`config.mk`:
```
export PLATFORM = sky130hd
export DESIGN_NAME = gdps_ctrl
export DESIGN_NICKNAME = d
export VERILOG_FILES = /design/src/hw/rtl/gdps_pkg.sv /design/src/hw/rtl/gdps_ctrl.sv
export SDC_FILE = /design/constraint.sdc
export NUM_CORES = 1
export LEC_CHECK = 0
export BUFFER_PORTS_ARGS = -buffer_cell sky130_fd_sc_hd__buf_2
export CORE_MARGIN = 2
export CORE_UTILIZATION = 40
export DETAILED_ROUTE_END_ITERATION = 12
export PLACE_DENSITY = 0.7
export RECOVER_POWER = 100
export SLEW_MARGIN = 0
export SYNTH_ARGS = -nofsm -noshare
export SYNTH_HDL_FRONTEND = slang
export SYNTH_SLANG_ARGS = --single-unit
```
`constraint.sdc`:
```
create_clock -name clk_i -period 8.4 [get_ports clk_i]
set_input_delay 0.42 -clock clk_i [delete_from_list [all_inputs] [get_ports clk_i]]
set_output_delay 0.42 -clock clk_i [all_outputs]
set_load 0.01 [all_outputs]
```
`src/hw/rtl/gdps_pkg.sv`:
```
// Package for the grid shortest-path search core: sizes, codes, payload types
// and the controller/datapath command and status structs. No dependencies.
package gdps_pkg;

  localparam int unsigned MaxNodes  = 4096;
  localparam int unsigned IdxW      = $clog2(MaxNodes);
  localparam int unsigned GrayW     = 8;
  localparam int unsigned DistW     = 32;
  localparam int unsigned SideW     = 7;
  localparam int unsigned SideMax   = 64;
  localparam int unsigned CfgIdxW   = 2;
  localparam logic [DistW-1:0] DistInf = '1;
  localparam logic [8:0] EdgeScale = 9'd255;

  typedef enum logic [1:0] {
    KIND_LOAD = 2'd0,
    KIND_RUN  = 2'd1,
    KIND_READ = 2'd2,
    KIND_NONE = 2'd3
  } kind_e;

  typedef enum logic [1:0] {
    ST_OK       = 2'd0,
    ST_UNREACH  = 2'd1,
    ST_RANGE    = 2'd2,
    ST_RESERVED = 2'd3
  } status_e;

  typedef enum logic [CfgIdxW-1:0] {
    REG_WIDTH  = 2'd0,
    REG_HEIGHT = 2'd1,
    REG_LIMIT  = 2'd2,
    REG_SPARE  = 2'd3
  } cfg_reg_e;

  typedef struct packed {
    logic [1:0]       kind;
    logic [IdxW-1:0]  node_index;
    logic [GrayW-1:0] pixel_value;
    logic [IdxW-1:0]  goal_index;
  } in_item_t;

  typedef struct packed {
    logic [1:0]       status;
    logic [DistW-1:0] distance;
    logic [IdxW-1:0]  predecessor;
  } out_item_t;

  // Datapath operations, one issued per cycle by the controller.
  typedef enum logic [3:0] {
    OP_IDLE,
    OP_INIT,      // set node at clear counter to its reset value
    OP_LOAD,      // write gray store at the item address
    OP_CLR,       // initialise node at clear counter
    OP_SEED,      // start distance to zero
    OP_SCAN_RD,   // issue read of node at scan counter
    OP_SCAN_CMP,  // compare read node against running minimum
    OP_SEL,       // mark best done, read best gray and distance
    OP_NB_RD,     // read neighbour number nb
    OP_NB_CALC,   // register edge sum
    OP_NB_WR,     // write back relaxed neighbour
    OP_FIN_RD,    // read the node at the result address
    OP_FIN        // capture result
  } op_e;

  // Controller states.
  typedef enum logic [3:0] {
    S_INIT, S_IDLE, S_CLR, S_SEED, S_SCAN_RD, S_SCAN_CMP, S_SCAN_END, S_SEL,
    S_NB_RD, S_NB_CALC, S_NB_WR, S_FIN_RD, S_FIN, S_OUT
  } state_e;

  typedef struct packed {
    op_e             op;
    logic [IdxW-1:0] addr;   // clear, scan or result address
    logic [1:0]      nb;     // neighbour number
    logic            scan_first;
  } dp_cmd_t;

  typedef struct packed {
    logic found;
    logic best_is_goal;
    logic nb_valid;          // neighbour exists and is not done
  } dp_stat_t;

  function automatic logic [IdxW:0] clamp_side(input logic [SideW-1:0] v);
    if (v == '0) return (IdxW+1)'(1);
    if (v > SideW'(SideMax)) return (IdxW+1)'(SideMax);
    return (IdxW+1)'(v);
  endfunction

endpackage

```
`src/hw/rtl/gdps_ctrl.sv`:
```
// Controller of the grid search core: sequences load, clear, scan, relax and
// read operations and runs the item handshake. Depends on gdps_pkg.
module gdps_ctrl
  import gdps_pkg::*;
(
  input  logic          clk_i,
  input  logic          rst_ni,
  input  logic          in_valid_i,
  output logic          in_stall_o,
  input  in_item_t      item_i,
  input  logic [IdxW:0] count_i,
  input  dp_stat_t      stat_i,
  output dp_cmd_t       cmd_o,
  output logic          out_load_o,
  output logic [1:0]    out_status_o,
  output logic          out_plain_o,
  input  logic          out_free_i
);

  state_e          state_q, state_d;
  logic [IdxW:0]   cnt_q, cnt_d;
  logic [1:0]      nb_q, nb_d;
  logic            first_q, first_d;
  logic [1:0]      st_q, st_d;
  logic            plain_q, plain_d;

  logic start_ok, idx_ok;
  assign idx_ok   = {1'b0, item_i.node_index} < count_i;
  assign start_ok = idx_ok && ({1'b0, item_i.goal_index} < count_i);

  always_ff @(posedge clk_i or negedge rst_ni) begin
    if (!rst_ni) begin
      state_q <= S_INIT;
      cnt_q   <= '0;
      nb_q    <= '0;
      first_q <= 1'b0;
      st_q    <= ST_OK;
      plain_q <= 1'b0;
    end else begin
      state_q <= state_d;
      cnt_q   <= cnt_d;
      nb_q    <= nb_d;
      first_q <= first_d;
      st_q    <= st_d;
      plain_q <= plain_d;
    end
  end

  always_comb begin
    state_d    = state_q;
    cnt_d      = cnt_q;
    nb_d       = nb_q;
    first_d    = first_q;
    st_d       = st_q;
    plain_d    = plain_q;
    cmd_o      = '{op: OP_IDLE, addr: cnt_q[IdxW-1:0], nb: nb_q, scan_first: first_q};
    in_stall_o = 1'b1;
    out_load_o = 1'b0;
    unique case (state_q)
      S_INIT: begin
        // Every node starts unreached, so a read before any run is defined.
        cmd_o.op = OP_INIT;
        cnt_d    = cnt_q + (IdxW+1)'(1);
        if (cnt_q == (IdxW+1)'(MaxNodes - 1)) begin
          cnt_d   = '0;
          state_d = S_IDLE;
        end
      end
      S_IDLE: begin
        in_stall_o = 1'b0;
        if (in_valid_i) begin
          unique case (kind_e'(item_i.kind))
            KIND_LOAD: begin
              if (idx_ok) cmd_o.op = OP_LOAD;
              st_d    = idx_ok ? ST_OK : ST_RANGE;
              plain_d = 1'b1;
              state_d = S_OUT;
            end
            KIND_RUN: begin
              if (start_ok) begin
                cnt_d   = '0;
                state_d = S_CLR;
              end else begin
                st_d    = ST_RANGE;
                plain_d = 1'b1;
                state_d = S_OUT;
              end
            end
            KIND_READ: begin
              if (idx_ok) begin
                st_d    = ST_OK;
                state_d = S_FIN_RD;
              end else begin
                st_d    = ST_RANGE;
                plain_d = 1'b1;
                state_d = S_OUT;
              end
            end
            default: begin
              st_d    = ST_RANGE;
              plain_d = 1'b1;
              state_d = S_OUT;
            end
          endcase
        end
      end
      S_CLR: begin
        cmd_o.op = OP_CLR;
        cnt_d    = cnt_q + (IdxW+1)'(1);
        if (cnt_q + (IdxW+1)'(1) >= count_i) state_d = S_SEED;
      end
      S_SEED: begin
        cmd_o.op = OP_SEED;
        cnt_d    = '0;
        first_d  = 1'b1;
        state_d  = S_SCAN_RD;
      end
      S_SCAN_RD: begin
        cmd_o.op = OP_SCAN_RD;
        state_d  = S_SCAN_CMP;
      end
      S_SCAN_CMP: begin
        // Per node: the read, then the compare of the read data.
        cmd_o.op = OP_SCAN_CMP;
        first_d  = 1'b0;
        cnt_d    = cnt_q + (IdxW+1)'(1);
        state_d  = (cnt_q + (IdxW+1)'(1) >= count_i) ? S_SCAN_END : S_SCAN_RD;
      end
      S_SCAN_END: begin
        if (!stat_i.found) begin
          st_d    = ST_UNREACH;
          state_d = S_FIN_RD;
        end else begin
          state_d = S_SEL;
        end
      end
      S_SEL: begin
        cmd_o.op = OP_SEL;
        nb_d     = '0;
        if (stat_i.best_is_goal) begin
          st_d    = ST_OK;
          state_d = S_FIN_RD;
        end else begin
          state_d = S_NB_RD;
        end
      end
      S_NB_RD: begin
        cmd_o.op = OP_NB_RD;
        state_d  = S_NB_CALC;
      end
      S_NB_CALC: begin
        cmd_o.op = OP_NB_CALC;
        state_d  = S_NB_WR;
      end
      S_NB_WR: begin
        cmd_o.op = OP_NB_WR;
        nb_d     = nb_q + 2'd1;
        if (nb_q == 2'd3) begin
          cnt_d   = '0;
          first_d = 1'b1;
          state_d = S_SCAN_RD;
        end else begin
          state_d = S_NB_RD;
        end
      end
      S_FIN_RD: begin
        cmd_o.op   = OP_FIN_RD;
        cmd_o.addr = (kind_e'(item_i.kind) == KIND_RUN) ? item_i.goal_index
                                                       : item_i.node_index;
        plain_d    = 1'b0;
        state_d    = S_FIN;
      end
      S_FIN: begin
        cmd_o.op = OP_FIN;
        state_d  = S_OUT;
      end
      S_OUT: begin
        if (out_free_i) begin
          out_load_o = 1'b1;
          state_d    = S_IDLE;
        end
      end
      default: state_d = S_IDLE;
    endcase
  end

  assign out_status_o = st_q;
  assign out_plain_o  = plain_q;

endmodule

```
# After elaboration in Yosys (flattened, before gate mapping)
# Cells that the tools add are included.
[totals]
regBits = 23
inputBits = 54
output_inout_bits = 24
wordCells = 96
[op_classes]
add_sub_neg = 2
magnitude_cmp = 3
n_eq_ne = 28
muxes = 42
reduce_logical = 15
[op_table]
columns = ["cell", "count"]
rows = [
  ["two-way mux 13 bit", 5],
  ["one-hot mux 13 bit (5 select lines)", 1],
  ["one-hot mux 4 bit (14 select lines)", 1],
  ["one-hot mux 4 bit (12 select lines)", 1],
  ["two-way mux 4 bit", 7],
  ["< comparator 12 x 13 -> 1 bit", 2],
  ["== test 4 bit, second input constant", 6],
  ["two-way mux 12 bit", 2],
  ["two-way mux 2 bit", 10],
  ["!= test 2 bit, second input constant", 9],
  ["== test 4 x 3 -> 1 bit, second input constant", 4],
  ["adder 13 x 1 -> 13 bit, second input constant", 1],
  ["== test 13 x 12 -> 1 bit, second input constant", 1],
  [">= comparator 13 bit", 1],
  ["AND reduction 5 bit", 2],
  ["== test 4 x 2 -> 1 bit, second input constant", 2],
  ["one-hot mux 2 bit (2 select lines)", 2],
  ["one-hot mux 4 bit (2 select lines)", 1],
  ["AND reduction 4 bit", 2],
  ["two-way mux 1 bit", 7],
  ["!= test 3 bit, second input constant", 2],
  ["one-hot mux 2 bit (3 select lines)", 1],
  ["nonzero test 3 bit", 2],
  ["nonzero test 5 bit", 1],
  ["other kinds (13)", 17],
]

# Logic depth before layout (Yosys ltp)
# Gate-level depths: netlist (run 1).
[depth]
ltp_word = 6
mapped_depth = 13
mapped_depth_nobuf = 13

# Worst setup path after synthesis (run 1)
# OpenSTA, ideal clock, no wires.
[synth_path]
path_type = "flip-flop to flip-flop"
from = "register cnt_q[0]"
to = "register state_q[1]"
setup_ns = 0.120
arrival_time_ns = 2.752
t_required_ns = 8.280
slack_ns = 5.528
path_stages_with_launch = 13
path_buffers = 0
period_less_slack_ns = 2.872
cell_sequence = "dfrtp_1 ha_1 nand2_1 nor2_1 and3_1 xor2_1 ha_1 and2_0 a221o_1 a21oi_1 o21ai_0 a221o_1 a41o_1"
[synth_between]
elab_chain_cells = 4
word_cells_on_any_way = 8
cone_classes = "add/sub: 1; order compare: 1; eq/ne: 3; mux: 2; reduce/logical: 1"
[synth_lines]
columns = ["item", "line", "rtl"]
rows = [
  ["from (decl)", "gdps_ctrl.sv:21", "logic [IdxW:0] cnt_q, cnt_d;"],
  ["from (signal assigned)", "gdps_ctrl.sv:41", "cnt_q <= cnt_d;"],
  ["adder 13 x 1 -> 13 bit", "gdps_ctrl.sv:110, gdps_ctrl.sv:127", ""],
  [">= comparator 13 bit", "gdps_ctrl.sv:110, gdps_ctrl.sv:127", ""],
  ["two-way mux 2 bit or != test 2 bit (tied branches)", "--", ""],
  ["one-hot mux 4 bit (14 select lines) or AND reduction 4 bit (tied branches)", "--", ""],
  ["to (signal assigned)", "gdps_ctrl.sv:40", "state_q <= state_d;"],
  ["to (decl)", "gdps_ctrl.sv:20", "state_e state_q, state_d;"],
]
# Several ways; a longest one is shown, not always the timed one.
# A chain may end at the register's enable or synchronous reset.

# Final worst setup path (run 1)
[layout_path]
from = "register state_q[0]"
to = "register cnt_q[1]"
[layout_between]
elab_chain_cells = 4
word_cells_on_any_way = 14
cone_classes = "eq/ne: 9; mux: 1; reduce/logical: 4"
[layout_lines]
columns = ["item", "line", "rtl"]
rows = [
  ["== test 4 x 3 -> 1 bit or == test 4 x 2 -> 1 bit (tied branches)", "gdps_ctrl.sv:59", "unique case (state_q)"],
  ["OR reduction 2 bit (no source line)", "--", ""],
  ["nonzero test 5 bit (no source line)", "--", ""],
  ["AND reduction 5 bit (no source line)", "--", ""],
]
# Several ways; a longest one is shown, not always the timed one.

==> summary.md, run 1 <==
| Metric | Value |
|---|---|
| Status | complete, but fails checks |
| Failing checks | capacitance limit, slew limit |
| Grt total ovfl | 0 |
| Slowest cell delay on critical path | 1.68 ns |
| I/O Buffers | 68 |
| Sequential share of the synthesized area | 0.192 |
| Post-Synthesis Cell Area | 2990 um^2 |
| Max-slew violation count | 14 |
| ANT nets after route | 0 |
| Inst Count DP | 512 |
| Cell variety after synth | 66 |
| RSZ-0062 raised after global routing | false |
| Reg power frac | 0.298 |
| WHS Endpoint | out_status_o[0] |
| M2 GR Usage | 0.299 |
| Clock transition at path regs | 0.09 ns |
| CTS tree | built |
| Hold_buf cts | 0 |
| Drt pass-1 iters | 4 |
| Diode count | 0 |
| Final HPWL from detailed placement | 6.23 mm |
| Synth warnings | 0 |
| Reg-to-Reg End | cnt_q[1] |
| Nets | 512 |
| Setup Skew | 0.00414 ns |
| CTS buffer count | 3 |
| Initial antenna violation count | 0 |
| DRC Markers | 0 |
| WP data required | 8.57 ns |
| IO Count | 78 |
| Die X | 90.5 um |
| Synthesized flop and latch total | 23 |
| Worst hold path depth | 2 |
| Async set-reset flop share out of synthesis | 1.00 |
| Met1 usage | 0.289 |
| CP max FO | 23 |
| GRT Total Usage | 0.194 |
| Maximum buffer depth of the clock tree | 2 |
| Slew @ Worst Pin | 2.09 ns |
| Largest net degree at the start of global routing | 26 |
| Layout cell share with drive strength beyond 1 | 0.158 |
| EDFF count, synth | 0 |
| Area grow syn2layout | 10.8% |
| GRT met3 Usage | 0.0109 |
| Post-cts resize count | 0 |
| Most frequent cells in the layout | 44 x buf_2, 40 x ha_1, 35 x nand2_1 |
| Commonest non-fill, non-tap cell in the layout | buf_2 |
| Relative slew slack | -0.399 |
| CP Data Arrival Time | 4.25 ns |
| Max IR drop VDD | 0.000109 V |
| Switching Fraction | 0.503 |
| Pint | 370 uW |
| Syn nets | 458 |
| Tmin final | 4.08 ns |
| Post-synthesis cell count | 364 |
| Hold Fails Final Rpt | 0 |
| Worst-Skew Late Latency | 0.28 ns |
| P_leak | 1.54 nW |
| Root Buffer | clkbuf_8 |
| Setup violations, final | 0 |
| Reg2Reg Setup Slack | 4.32 ns |
| Sum of negative setup slack | 0 ns |
| Utilization after layout | 0.457 |
| CORE AREA | 7250 um^2 |
| Cells on worst reg2reg path | 6 |
| Hold Path Class | in -> reg |
| Routed WL | 7.79 mm |
| Main synth FF type | dfrtp_1 |
| Die H | 90.5 um |
| Final Instance Count excl. Fillers | 516 |
| Combinational Power Share | 0.604 |
| Global-route wire length before repair | 13.3 mm |
| Clock Power Share | 0.099 |
| CP Launch Type | flop |
| CP Class | reg -> reg |
| Reg2reg start | state_q[0] |
| Vias in the first global route | 2,718 |
| PwrDens | 225 nW/um^2 |
| Crit-path slowest cell | o32ai_1 |
| Avg Synthesized Cell Area | 8.22 um^2 |
| GPL Wtd Cong | 0.933 |
| Row cnt | 31 |
| Via-to-Cell Ratio | 5.67 |
| Initial core utilization | 0.412 |
| H-tree levels | 1 |
| Clk sinks | 23 |
| Period utilization | 0.486 |
| Initial DRC Count | 192 |
| Die area | 8190 um^2 |
| Max Cap Viol | 1 |
| Post-DR wirelength/cell | 15.1 um |
| P_sw | 375 uW |
| Via count | 2,928 |
| Setup bufs post-CTS | 0 |
| Max Fclk | 245 MHz |
| CP Cell Sequence | nor2b_1 -> mux2i_1 -> a32oi_1 -> nand2b_2 -> o32ai_1 -> mux2_2 |
| Busiest grt layer | met2 |
| Crit path capture type | flop |
| Hold_sp | stat_i[2] |
==> power by group through the flow <==
stage / clock network, mW / registers [mW] / logic, mW
2_1_floorplan: 0 / 0.175 / 0.403
3_3_place_gp: 0 / 0.220 / 0.469
3_5_place_dp: 0 / 0.223 / 0.479
4_1_cts: 0.0750 / 0.220 / 0.480
5_1_grt: 0.0786 / 0.233 / 0.504
6_report: 0.0737 / 0.222 / 0.450
==> final cells by class <==
cell class	count	area, um^2
fillers	769	3940
multi-input cells	293	2150
clock buffers	4	45.0
flip-flops and latches	23	576
inverters	29	109
well taps	99	124
repair buffers	68	310
==> state kept, by name (all words and copies together), names as in the netlist <==
| name | count |
|---|---|
| cnt_q | 13 |
| out_plain_o | 1 |
| out_status_o | 2 |
| nb_q | 2 |
| state_q | 4 |
| first_q | 1 |
==> cells in the mapped netlist (3+ instances only) <==
master | instances | area (um^2)
inv_1 | 29 | 109
dfrtp_1 | 23 | 576
nand2_1 | 35 | 131
o21bai_1 | 3 | 22.5
a31oi_1 | 4 | 25.0
nand3_1 | 11 | 55.1
o21a_1 | 4 | 30.0
a221o_1 | 3 | 30.0
and3_1 | 5 | 31.3
nand2b_1 | 3 | 18.8
clkbuf_1 | 10 | 37.5
nor2_1 | 20 | 75.1
mux2_4 | 5 | 75.1
nor3_1 | 8 | 40.0
buf_4 | 3 | 22.5
nor3b_1 | 3 | 22.5
a211oi_1 | 8 | 60.1
o31ai_1 | 5 | 37.5
mux2_2 | 3 | 33.8
o31a_1 | 7 | 61.3
a21oi_1 | 20 | 100
o21ai_0 | 31 | 155
o22ai_1 | 5 | 31.3
ha_1 | 40 | 500
xnor2_1 | 8 | 70.1
mux2i_1 | 13 | 130
nor2b_1 | 4 | 25.0
==> per-layer routing <==
| metal | share of wire | wire [um] | up-vias |
|---|---|---|---|
| li1 | - | - | 1450 |
| met1 | 0.48 | 3730 | 1376 |
| met2 | 0.45 | 3530 | 91 |
| met3 | 0.049 | 379 | 11 |
| met4 | 0.019 | 147 | 0 |
| met5 | 0 | 0 | - |
==> worst max path at each step <==
stage	from	slack (ns)	end
4_1_cts	cnt_q[0]	5.14	state_q[1]
3_3_place_gp	cnt_q[0]	5.21	state_q[1]
2_1_floorplan	cnt_q[0]	5.53	state_q[1]
3_5_place_dp	cnt_q[0]	5.15	state_q[1]
6_report	state_q[0]	4.32	cnt_q[1]
5_1_grt	state_q[0]	4.02	cnt_q[10]
==> kinds of logic (layout without fill, tap and decap cells) <==
logic type	after synthesis	count (layout)	share of synthesized area
multiplexers	21	21	0.0799
AND/OR/NAND/NOR	109	109	0.195
flip-flops	23	23	0.192
buffers and inverters	48	101	0.0698
XOR/XNOR	10	10	0.0293
AO/OA/AOI/OAI	113	113	0.266
adder cells (fa/ha/maj)	40	40	0.167
==> stage by stage <==
| step | hold WS [ns] | worst slack, ns | power (mW) | area (um^2) |
|---|---|---|---|---|
| 5_1_grt | 0.394 | 4.02 | 0.815 | 3320 |
| 4_1_cts | 0.135 | 5.14 | 0.776 | 3400 |
| 6_report | 0.383 | 4.32 | 0.745 | 3320 |
| 3_5_place_dp | 0.437 | 5.15 | 0.701 | 3360 |
| 2_1_floorplan | 0.124 | 5.53 | 0.578 | 2990 |
| 3_3_place_gp | 0.434 | 5.21 | 0.689 | 3360 |
==> critical path, delay by kind of cell (launching register included) <==
kind	cells	cell delay [ns]
AO/OA/AOI/OAI	2	1.87
multiplexers	2	0.68
AND/OR/NAND/NOR	2	0.65
flip-flops	1	0.76
Note: power is estimated with default switching activity, not from simulation.
==> inputs of run 2 (changes only) <==
--- a/config.mk
+++ b/config.mk
@@ -5,6 +5,7 @@
 export SDC_FILE = /design/constraint.sdc
 export NUM_CORES = 1
 export LEC_CHECK = 0
+export ABC_AREA = 1
 export BUFFER_PORTS_ARGS = -buffer_cell sky130_fd_sc_hd__buf_2
 export CORE_MARGIN = 2
 export CORE_UTILIZATION = 40
==> constraint.sdc (replaced) <==
create_clock -name clk_i -period 4.1 [get_ports clk_i]
set_input_delay 0.205 -clock clk_i [delete_from_list [all_inputs] [get_ports clk_i]]
set_output_delay 0.205 -clock clk_i [all_outputs]
set_load 0.01 [all_outputs]
==> run 2 against run 1 <==
Effect of this change:
- the run ends with capacitance limit left
- flip-flop and latch count unchanged
- combinational power up 120%
- count of clock-buffer cells in the layout unchanged
- die area down 0.84%
- critical path depth unchanged
- wire length up 6.7%
- design area up 2.2%
- first-iteration DRC count up 13%
- highest routed layer unchanged
==> summary.md, run 2 <==
| Metric | Value |
|---|---|
| ANT nets after route | 0 (unchanged) |
| Post-synthesis cell count | 474 (+30%) |
| Synth top cells by count | 155 x nand2_1, 66 x inv_1, 49 x nor2_1, 40 x ha_1, 23 x dfrtp_1 |
| Clk sinks | 23 (unchanged) |
| Drt pass-1 iters | 4 (unchanged) |
| Multi-input gate area | 2050 um^2 (-4.8%) |
| Main synth FF type | dfrtp_1 |
| Failing checks | capacitance limit |
| Global-route wire length before repair | 13.7 mm (+3.3%) |
| Nets | 636 (+24%) |
| Initial DRC Count | 216 (+13%) |
| Reg2Reg Setup Slack | 1.37 ns (-2.95 ns) |
| CP Data Arrival Time | 2.87 ns (-1.38 ns) |
| Grt total ovfl | 0 (unchanged) |
| Syn nets | 568 (+24%) |
| Top cells by area, synth | nand2_1 20%, dfrtp_1 19%, ha_1 17% |
| Row cnt | 31 (unchanged) |
| Setup bufs post-CTS | 0 (unchanged) |
| Synthesized flop and latch total | 23 (unchanged) |
| DP Area | 3400 um^2 (+1.3%) |
| Commonest non-fill, non-tap cell in the layout | nand2_1 |
| Setup Skew | 0.00338 ns (-0.000762 ns) |
| Setup violations, final | 0 (unchanged) |
| Maximum buffer depth of the clock tree | 2 (unchanged) |
| Async set-reset flop share out of synthesis | 1.00 (unchanged) |
| RSZ-0062 raised after global routing | false |
| Post-DR wirelength/cell | 13.0 um (-14%) |
| DRC Markers | 0 (unchanged) |
| Post-Synthesis Cell Area | 2970 um^2 (-0.88%) |
| Max Cap Viol | 1 (unchanged) |
| H-tree levels | 1 (unchanged) |
| Via count | 3,206 (+9.5%) |
| Fill count | 806 (+4.8%) |
| Most frequent cells in the layout | 158 x nand2_1, 68 x inv_1, 53 x nor2_1 |
| Final HPWL from detailed placement | 7.00 mm (+12%) |
| Die X | 90.1 um (-0.42%) |
| Tmin final | 3.07 ns |
| Sequential share of the synthesized area | 0.194 (+0.00170) |
| Clock transition at path regs | 0.09 ns (about the same) |
| Reg2reg start | cnt_q[0] |
| Initial core utilization | 0.411 (-0.00142) |
| Via-to-Cell Ratio | 5.01 (-12%) |
| Vias in the first global route | 3,051 (+12%) |
| Top Registers | cnt_q x13, state_q x4 |
| Max Fclk | 326 MHz |
| Die area | 8120 um^2 (-0.84%) |
| PwrDens | 442 nW/um^2 (+96%) |
| CORE AREA | 7210 um^2 (-0.53%) |
| Largest net degree at the start of global routing | 24 (-7.7%) |
| Crit-path slowest cell | nor2_1 |
| Layout cell share with drive strength beyond 1 | 0.115 (-0.0437) |
| CP endpoint | cmd_o[8] |
| Max IR drop VDD | 0.000203 V (+87%) |
| Reg-to-Reg End | state_q[1] |
| Synth warnings | 0 (unchanged) |
| CTS tree | built |
| Root Buffer | clkbuf_8 |
| Avg Synthesized Cell Area | 6.26 um^2 (-24%) |
| Period utilization | 0.749 |
| CTS buffer count | 3 (unchanged) |
| Crit path capture type | output port |
| Worst-Skew Late Latency | 0.27 ns (about the same) |
| Count leader, synth | nand2_1 |
| GRT Total Usage | 0.203 (+0.00936) |
| Cells on worst reg2reg path | 17 (+11) |
| Status | complete, but fails checks |
| Routed WL | 8.31 mm (+6.7%) |
| Max-slew violation count | 0 (-14) |
| Hold Path Class | in -> reg |
| Tot Pwr | 1.50 mW (+100%) |
| Fin area | 3390 um^2 (+2.2%) |
| Cell variety after synth | 39 (-41%) |
| Area leader, netlist | nand2_1 |
| Utilization after layout | 0.470 (+0.0127) |
| Slew @ Worst Pin | 1.48 ns (-0.611 ns) |
| CP startpoint | state_q[1] |
| Sequential Area | 576 um^2 (unchanged) |
| GPL Wtd Cong | 0.912 (-2.3%) |
| Area grow syn2layout | 14.3% |
| CP Cell Sequence | nand2_1 -> nor2_1 -> clkbuf_1 -> nor2_1 -> a31oi_1 -> clkbuf_1 |
| Reg with most FFs | cnt_q |
| CP Launch Type | flop |
| Slowest cell delay on critical path | 1.14 ns (-0.54 ns) |
| CP Class | reg -> out |
| Max reg flops | 13 (unchanged) |
| Sum of negative setup slack | 0 ns (unchanged) |
| IO Count | 78 (unchanged) |
| P_leak | 1.90 nW (+23%) |
| Hold Fails Final Rpt | 0 (unchanged) |
| CP max FO | 20 (-13%) |
| Share of the synthesized area in the top cell type | 0.196 (+0.00381) |
| Die H | 90.1 um (-0.42%) |
| Relative slew slack | 0.00922 (+0.408) |
| Diode count | 0 (unchanged) |
| Initial antenna violation count | 0 (unchanged) |
| WP data required | 3.89 ns (-4.68 ns) |
| EDFF count, synth | 0 (unchanged) |
| I/O Buffers | 68 (unchanged) |
==> run 2: cell count changes in the layout (fill, tap and decap cells not counted), moves of 7 or more <==
cell / before / now
o21ai_0: 31 / 24
nand4_1: 2 / 10
a31oi_1: 4 / 11
nand2_1: 35 / 158
o31a_1: 7 / 0
nand3_1: 11 / 20
mux2i_1: 13 / 0
xnor2_1: 8 / 0
inv_1: 29 / 68
a211oi_1: 8 / 0
nor2_1: 21 / 53
==> run 2: layout make-up <==
class / count / share of cell area
Sequential cell: 23 / 0.170
Clock buffer: 4 / 0.0133
Multi-Input combinational cell: 372 / 0.605
Timing Repair Buffer: 70 / 0.0960
Inverter: 72 / 0.0797
Tap cell: 99 / 0.0365
==> run 2: worst min-delay path by stage <==
stage                     from          to  slack, ns  cells after the start
floorplan               rst_ni    cnt_q[0]      -0.09                      0
CTS                 out_free_i  state_q[2]       0.27                      4
finish              out_free_i  state_q[2]       0.27                      4
detailed placement      rst_ni     nb_q[1]       0.22                      1
global placement        rst_ni     nb_q[0]       0.21                      1
global route        out_free_i  state_q[2]       0.30                      4
==> run 2: metal layers <==
layer,part of all wire,track usage,up-vias
met1,0.47,0.282,1442
li1,-,-,1676
met2,0.47,0.341,76
met5,0,0,-
met4,0.015,0.0538,0
met3,0.051,0.0134,12
==> run 2: cells by family after synthesis <==
family / synth area share
compound gates: 0.139
xor+xnor: 0.0207
fa+ha+maj: 0.169
buf+inv: 0.104
flops: 0.194
simple gates: 0.373
==> run 2: timing repair <==
item                                   4_1_cts  5_1_grt
endpoints found under the hold margin       23        0
hold buffers                                 1        0
resized for setup                            0        0
==> run 2: report_power, final <==
group	leakage (nW)	internal, mW	switching (mW)
clock	0.0228	0.0695	0.0780
sequential	0.308	0.281	0.0709
combinational	1.57	0.330	0.667
total	1.90	0.681	0.816
==> run 2: through the flow <==
stage / cells / hold WS [ns] / worst slack (ns)
global route: 640 / 0.300 / 0.811
finish: 640 / 0.267 / 1.03
detailed placement: 635 / 0.220 / 1.40
CTS: 640 / 0.268 / 1.37
global placement: 635 / 0.212 / 1.48
floorplan: 474 / -0.0906 / 1.79
==> run 2: critical path: cells and delay by family, from the launching register on <==
| family | cells | cell delay (ns) |
|---|---|---|
| buffers and inverters | 2 | 0.50 |
| flip-flops | 1 | 0.47 |
| AO/OA/AOI/OAI | 1 | 0.18 |
| AND/OR/NAND/NOR | 3 | 1.42 |
==> inputs of run 3 (changes only) <==
==> constraint.sdc (replaced) <==
create_clock -name clk_i -period 2.9 [get_ports clk_i]
set_input_delay 0.145 -clock clk_i [delete_from_list [all_inputs] [get_ports clk_i]]
set_output_delay 0.145 -clock clk_i [all_outputs]
set_load 0.01 [all_outputs]
==> run 3 against run 2 <==
Effect of this change:
- the run now ends clean
- non-clock buffer count rose by 5
- count of clock-buffer cells in the layout fell by 1
- sequential power rose by 39%
- first-iteration DRC count rose by 32%
- critical endpoint is now cmd_o[9]
==> summary.md, run 3 (synthesis results as in run 2) <==
| Metric | Value |
|---|---|
| Initial DRC Count | 285 (+32%) |
| Largest net degree at the start of global routing | 24 (unchanged) |
| Clock transition at path regs | 0.09 ns (about the same) |
| CORE AREA | 7210 um^2 (unchanged) |
| Top layer in use | met4 |
| CTS buffer count | 3 (unchanged) |
| Top Registers | cnt_q x13, state_q x4 |
| DP Area | 3420 um^2 (+0.66%) |
| Diode count | 0 (unchanged) |
| Status | finished clean |
| Global-route wire length before repair | 13.9 mm (+1.3%) |
| Hold Fails Final Rpt | 0 (unchanged) |
| Clk sinks | 23 (unchanged) |
| Via-to-Cell Ratio | 4.99 (-0.47%) |
| IO Count | 78 (unchanged) |
| H-tree levels | 1 (unchanged) |
| Grt total ovfl | 0 (unchanged) |
| Sum of negative setup slack | 0 ns (unchanged) |
| WP data required | 2.76 ns (-1.13 ns) |
| Fin area | 3430 um^2 (+1.3%) |
| Initial core utilization | 0.411 (unchanged) |
| Combinational Power Share | 0.672 (+0.006) |
| DR WL met3 | 411 um (-2.4%) |
| GRT Total Usage | 0.206 (+0.00294) |
| PwrDens | 619 nW/um^2 (+40%) |
| Nets | 641 (+0.79%) |
| Slack of the critical path | 0.176 ns (-0.853 ns) |
| Routed WL | 8.34 mm (+0.41%) |
| Post-DR wirelength/cell | 12.9 um (-0.37%) |
| Max reg flops | 13 (unchanged) |
| Reg with most FFs | cnt_q |
| I/O Buffers | 68 (unchanged) |
| CP Class | reg -> out |
| CTS tree | built |
| GPL Wtd Cong | 0.902 (-1.1%) |
| Row cnt | 31 (unchanged) |
| Clock Power Share | 0.098 (about the same) |
| DRC Markers | 0 (unchanged) |
| Tmin final | 2.72 ns |
| Final HPWL from detailed placement | 6.96 mm (-0.66%) |
| Routed wl met2 | 3.91 mm (+0.44%) |
| Max IR drop VDD | 0.000250 V (+23%) |
| Die area | 8120 um^2 (unchanged) |
| P_leak | 1.93 nW (+1.6%) |
| Max-slew violation count | 0 (unchanged) |
| RSZ-0062 raised after global routing | false |
| Fill count | 802 (-0.50%) |
| Die X | 90.1 um (unchanged) |
| Switching Fraction | 0.548 (+0.00312) |
| Initial antenna violation count | 0 (unchanged) |
| Hold Path Class | in -> reg |
| CP max FO | 12 (-40%) |
| Layout cell share with drive strength beyond 1 | 0.139 (+0.0246) |
| P_sw | 1.17 mW (+43%) |
| Area grow syn2layout | 15.7% |
| Metal-1 WL | 3.95 mm (+2.1%) |
| Crit path capture type | output port |
| Final Instance Count excl. Fillers | 645 (+0.78%) |
| Via count | 3,216 (+0.31%) |
| Pint | 960 uW (+41%) |
| Vias in the first global route | 3,012 (-1.3%) |
| CP Data Arrival Time | 2.58 ns (-0.29 ns) |
| Setup violations, final | 0 (unchanged) |
| Inst Count DP | 638 (+0.47%) |
| Reg power frac | 0.231 (-0.004) |
| ANT nets after route | 0 (unchanged) |
| CP Launch Type | flop |
| Maximum buffer depth of the clock tree | 2 (unchanged) |
| Most frequent cells in the layout | 156 x nand2_1, 67 x inv_1, 53 x nor2_1 |
| Max Fclk | 367 MHz |
| Slew @ Worst Pin | 1.23 ns (-0.247 ns) |
| Relative slew slack | 0.178 (+0.169) |
| Commonest non-fill, non-tap cell in the layout | nand2_1 |
| Drt pass-1 iters | 4 (unchanged) |
| Worst-Skew Late Latency | 0.27 ns (about the same) |
| Period utilization | 0.939 |
| Tot Pwr | 2.13 mW (+42%) |
| Die H | 90.1 um (unchanged) |
| Max Cap Viol | 0 (-1) |
| Setup Skew | 0.00430 ns (+0.000922 ns) |
| Pre-CTS WS | 0.186 ns (-1.22 ns) |
| Root Buffer | clkbuf_8 |
## run 3: cell count changes in the layout (fill, tap and decap cells not counted), moves of 2 or more
cell and change:
buf_4 +4, clkbuf_2 +3, nand2_2 +2, clkbuf_1 -4
nand2_1 -2
## run 3: power groups by stage
| stage | sequential, mW | clock [mW] | combinational (mW) |
|---|---|---|---|
| floorplan | 0.483 | 0 | 1.14 |
| CTS | 0.490 | 0.211 | 1.53 |
| detailed placement | 0.495 | 0 | 1.53 |
| global placement | 0.494 | 0 | 1.50 |
| global route | 0.503 | 0.222 | 1.63 |
| finish | 0.490 | 0.208 | 1.43 |
## run 3: worst paths after layout
check	start	to	slack, ns	depth (start not counted)
setup / recovery	state_q[1]	cmd_o[9]	0.18	6
hold / removal	out_free_i	state_q[2]	0.20	4
setup reg to reg	cnt_q[1]	state_q[1]	0.31	17
hold reg to reg	out_status_o[0]	out_status_o[0]	0.50	2
max in group asynchronous	rst_ni	cnt_q[1]	1.43	2
min in group asynchronous	rst_ni	nb_q[0]	0.65	2
## run 3: timing repair
action / CTS / global route
buffers inserted: 0 / 2
setup endpoints to repair: 0 / 4
hold endpoints to repair: 23 / 0
resized for setup: 0 / 4
hold buffers: 1 / 0
## run 3: layout make-up
class | count | area [um^2] | share of cell area
multi-input cells | 372 | 2050 | 0.598
clock inverters | 1 | 5.00 | 0.00146
flip-flops and latches | 23 | 577 | 0.168
clock buffers | 3 | 41.3 | 0.0120
well taps | 99 | 124 | 0.0361
inverters | 72 | 270 | 0.0787
repair buffers | 75 | 364 | 0.106
## run 3: metrics by stage
stage / hold WS [ns] / utilization
after detailed placement: 0.149 / 0.474
after CTS: 0.198 / 0.482
after global placement: 0.151 / 0.474
after global routing: 0.257 / 0.476
after floorplan: -0.151 / -
final: 0.200 / 0.476
## run 3: metal layers
metal,vias up,global-route usage
met1,1448,0.291
met3,7,0.00922
met5,-,0
li1,1683,-
met4,0,0.0423
met2,78,0.350
## run 3: critical path, cell delays in order (launching register included)
cell      delay, ns
dfrtp_1        0.48
nand2_1        0.17
nor2_1         0.72
clkbuf_1       0.47
nor2_1         0.07
a31oi_1        0.21
clkbuf_2       0.17
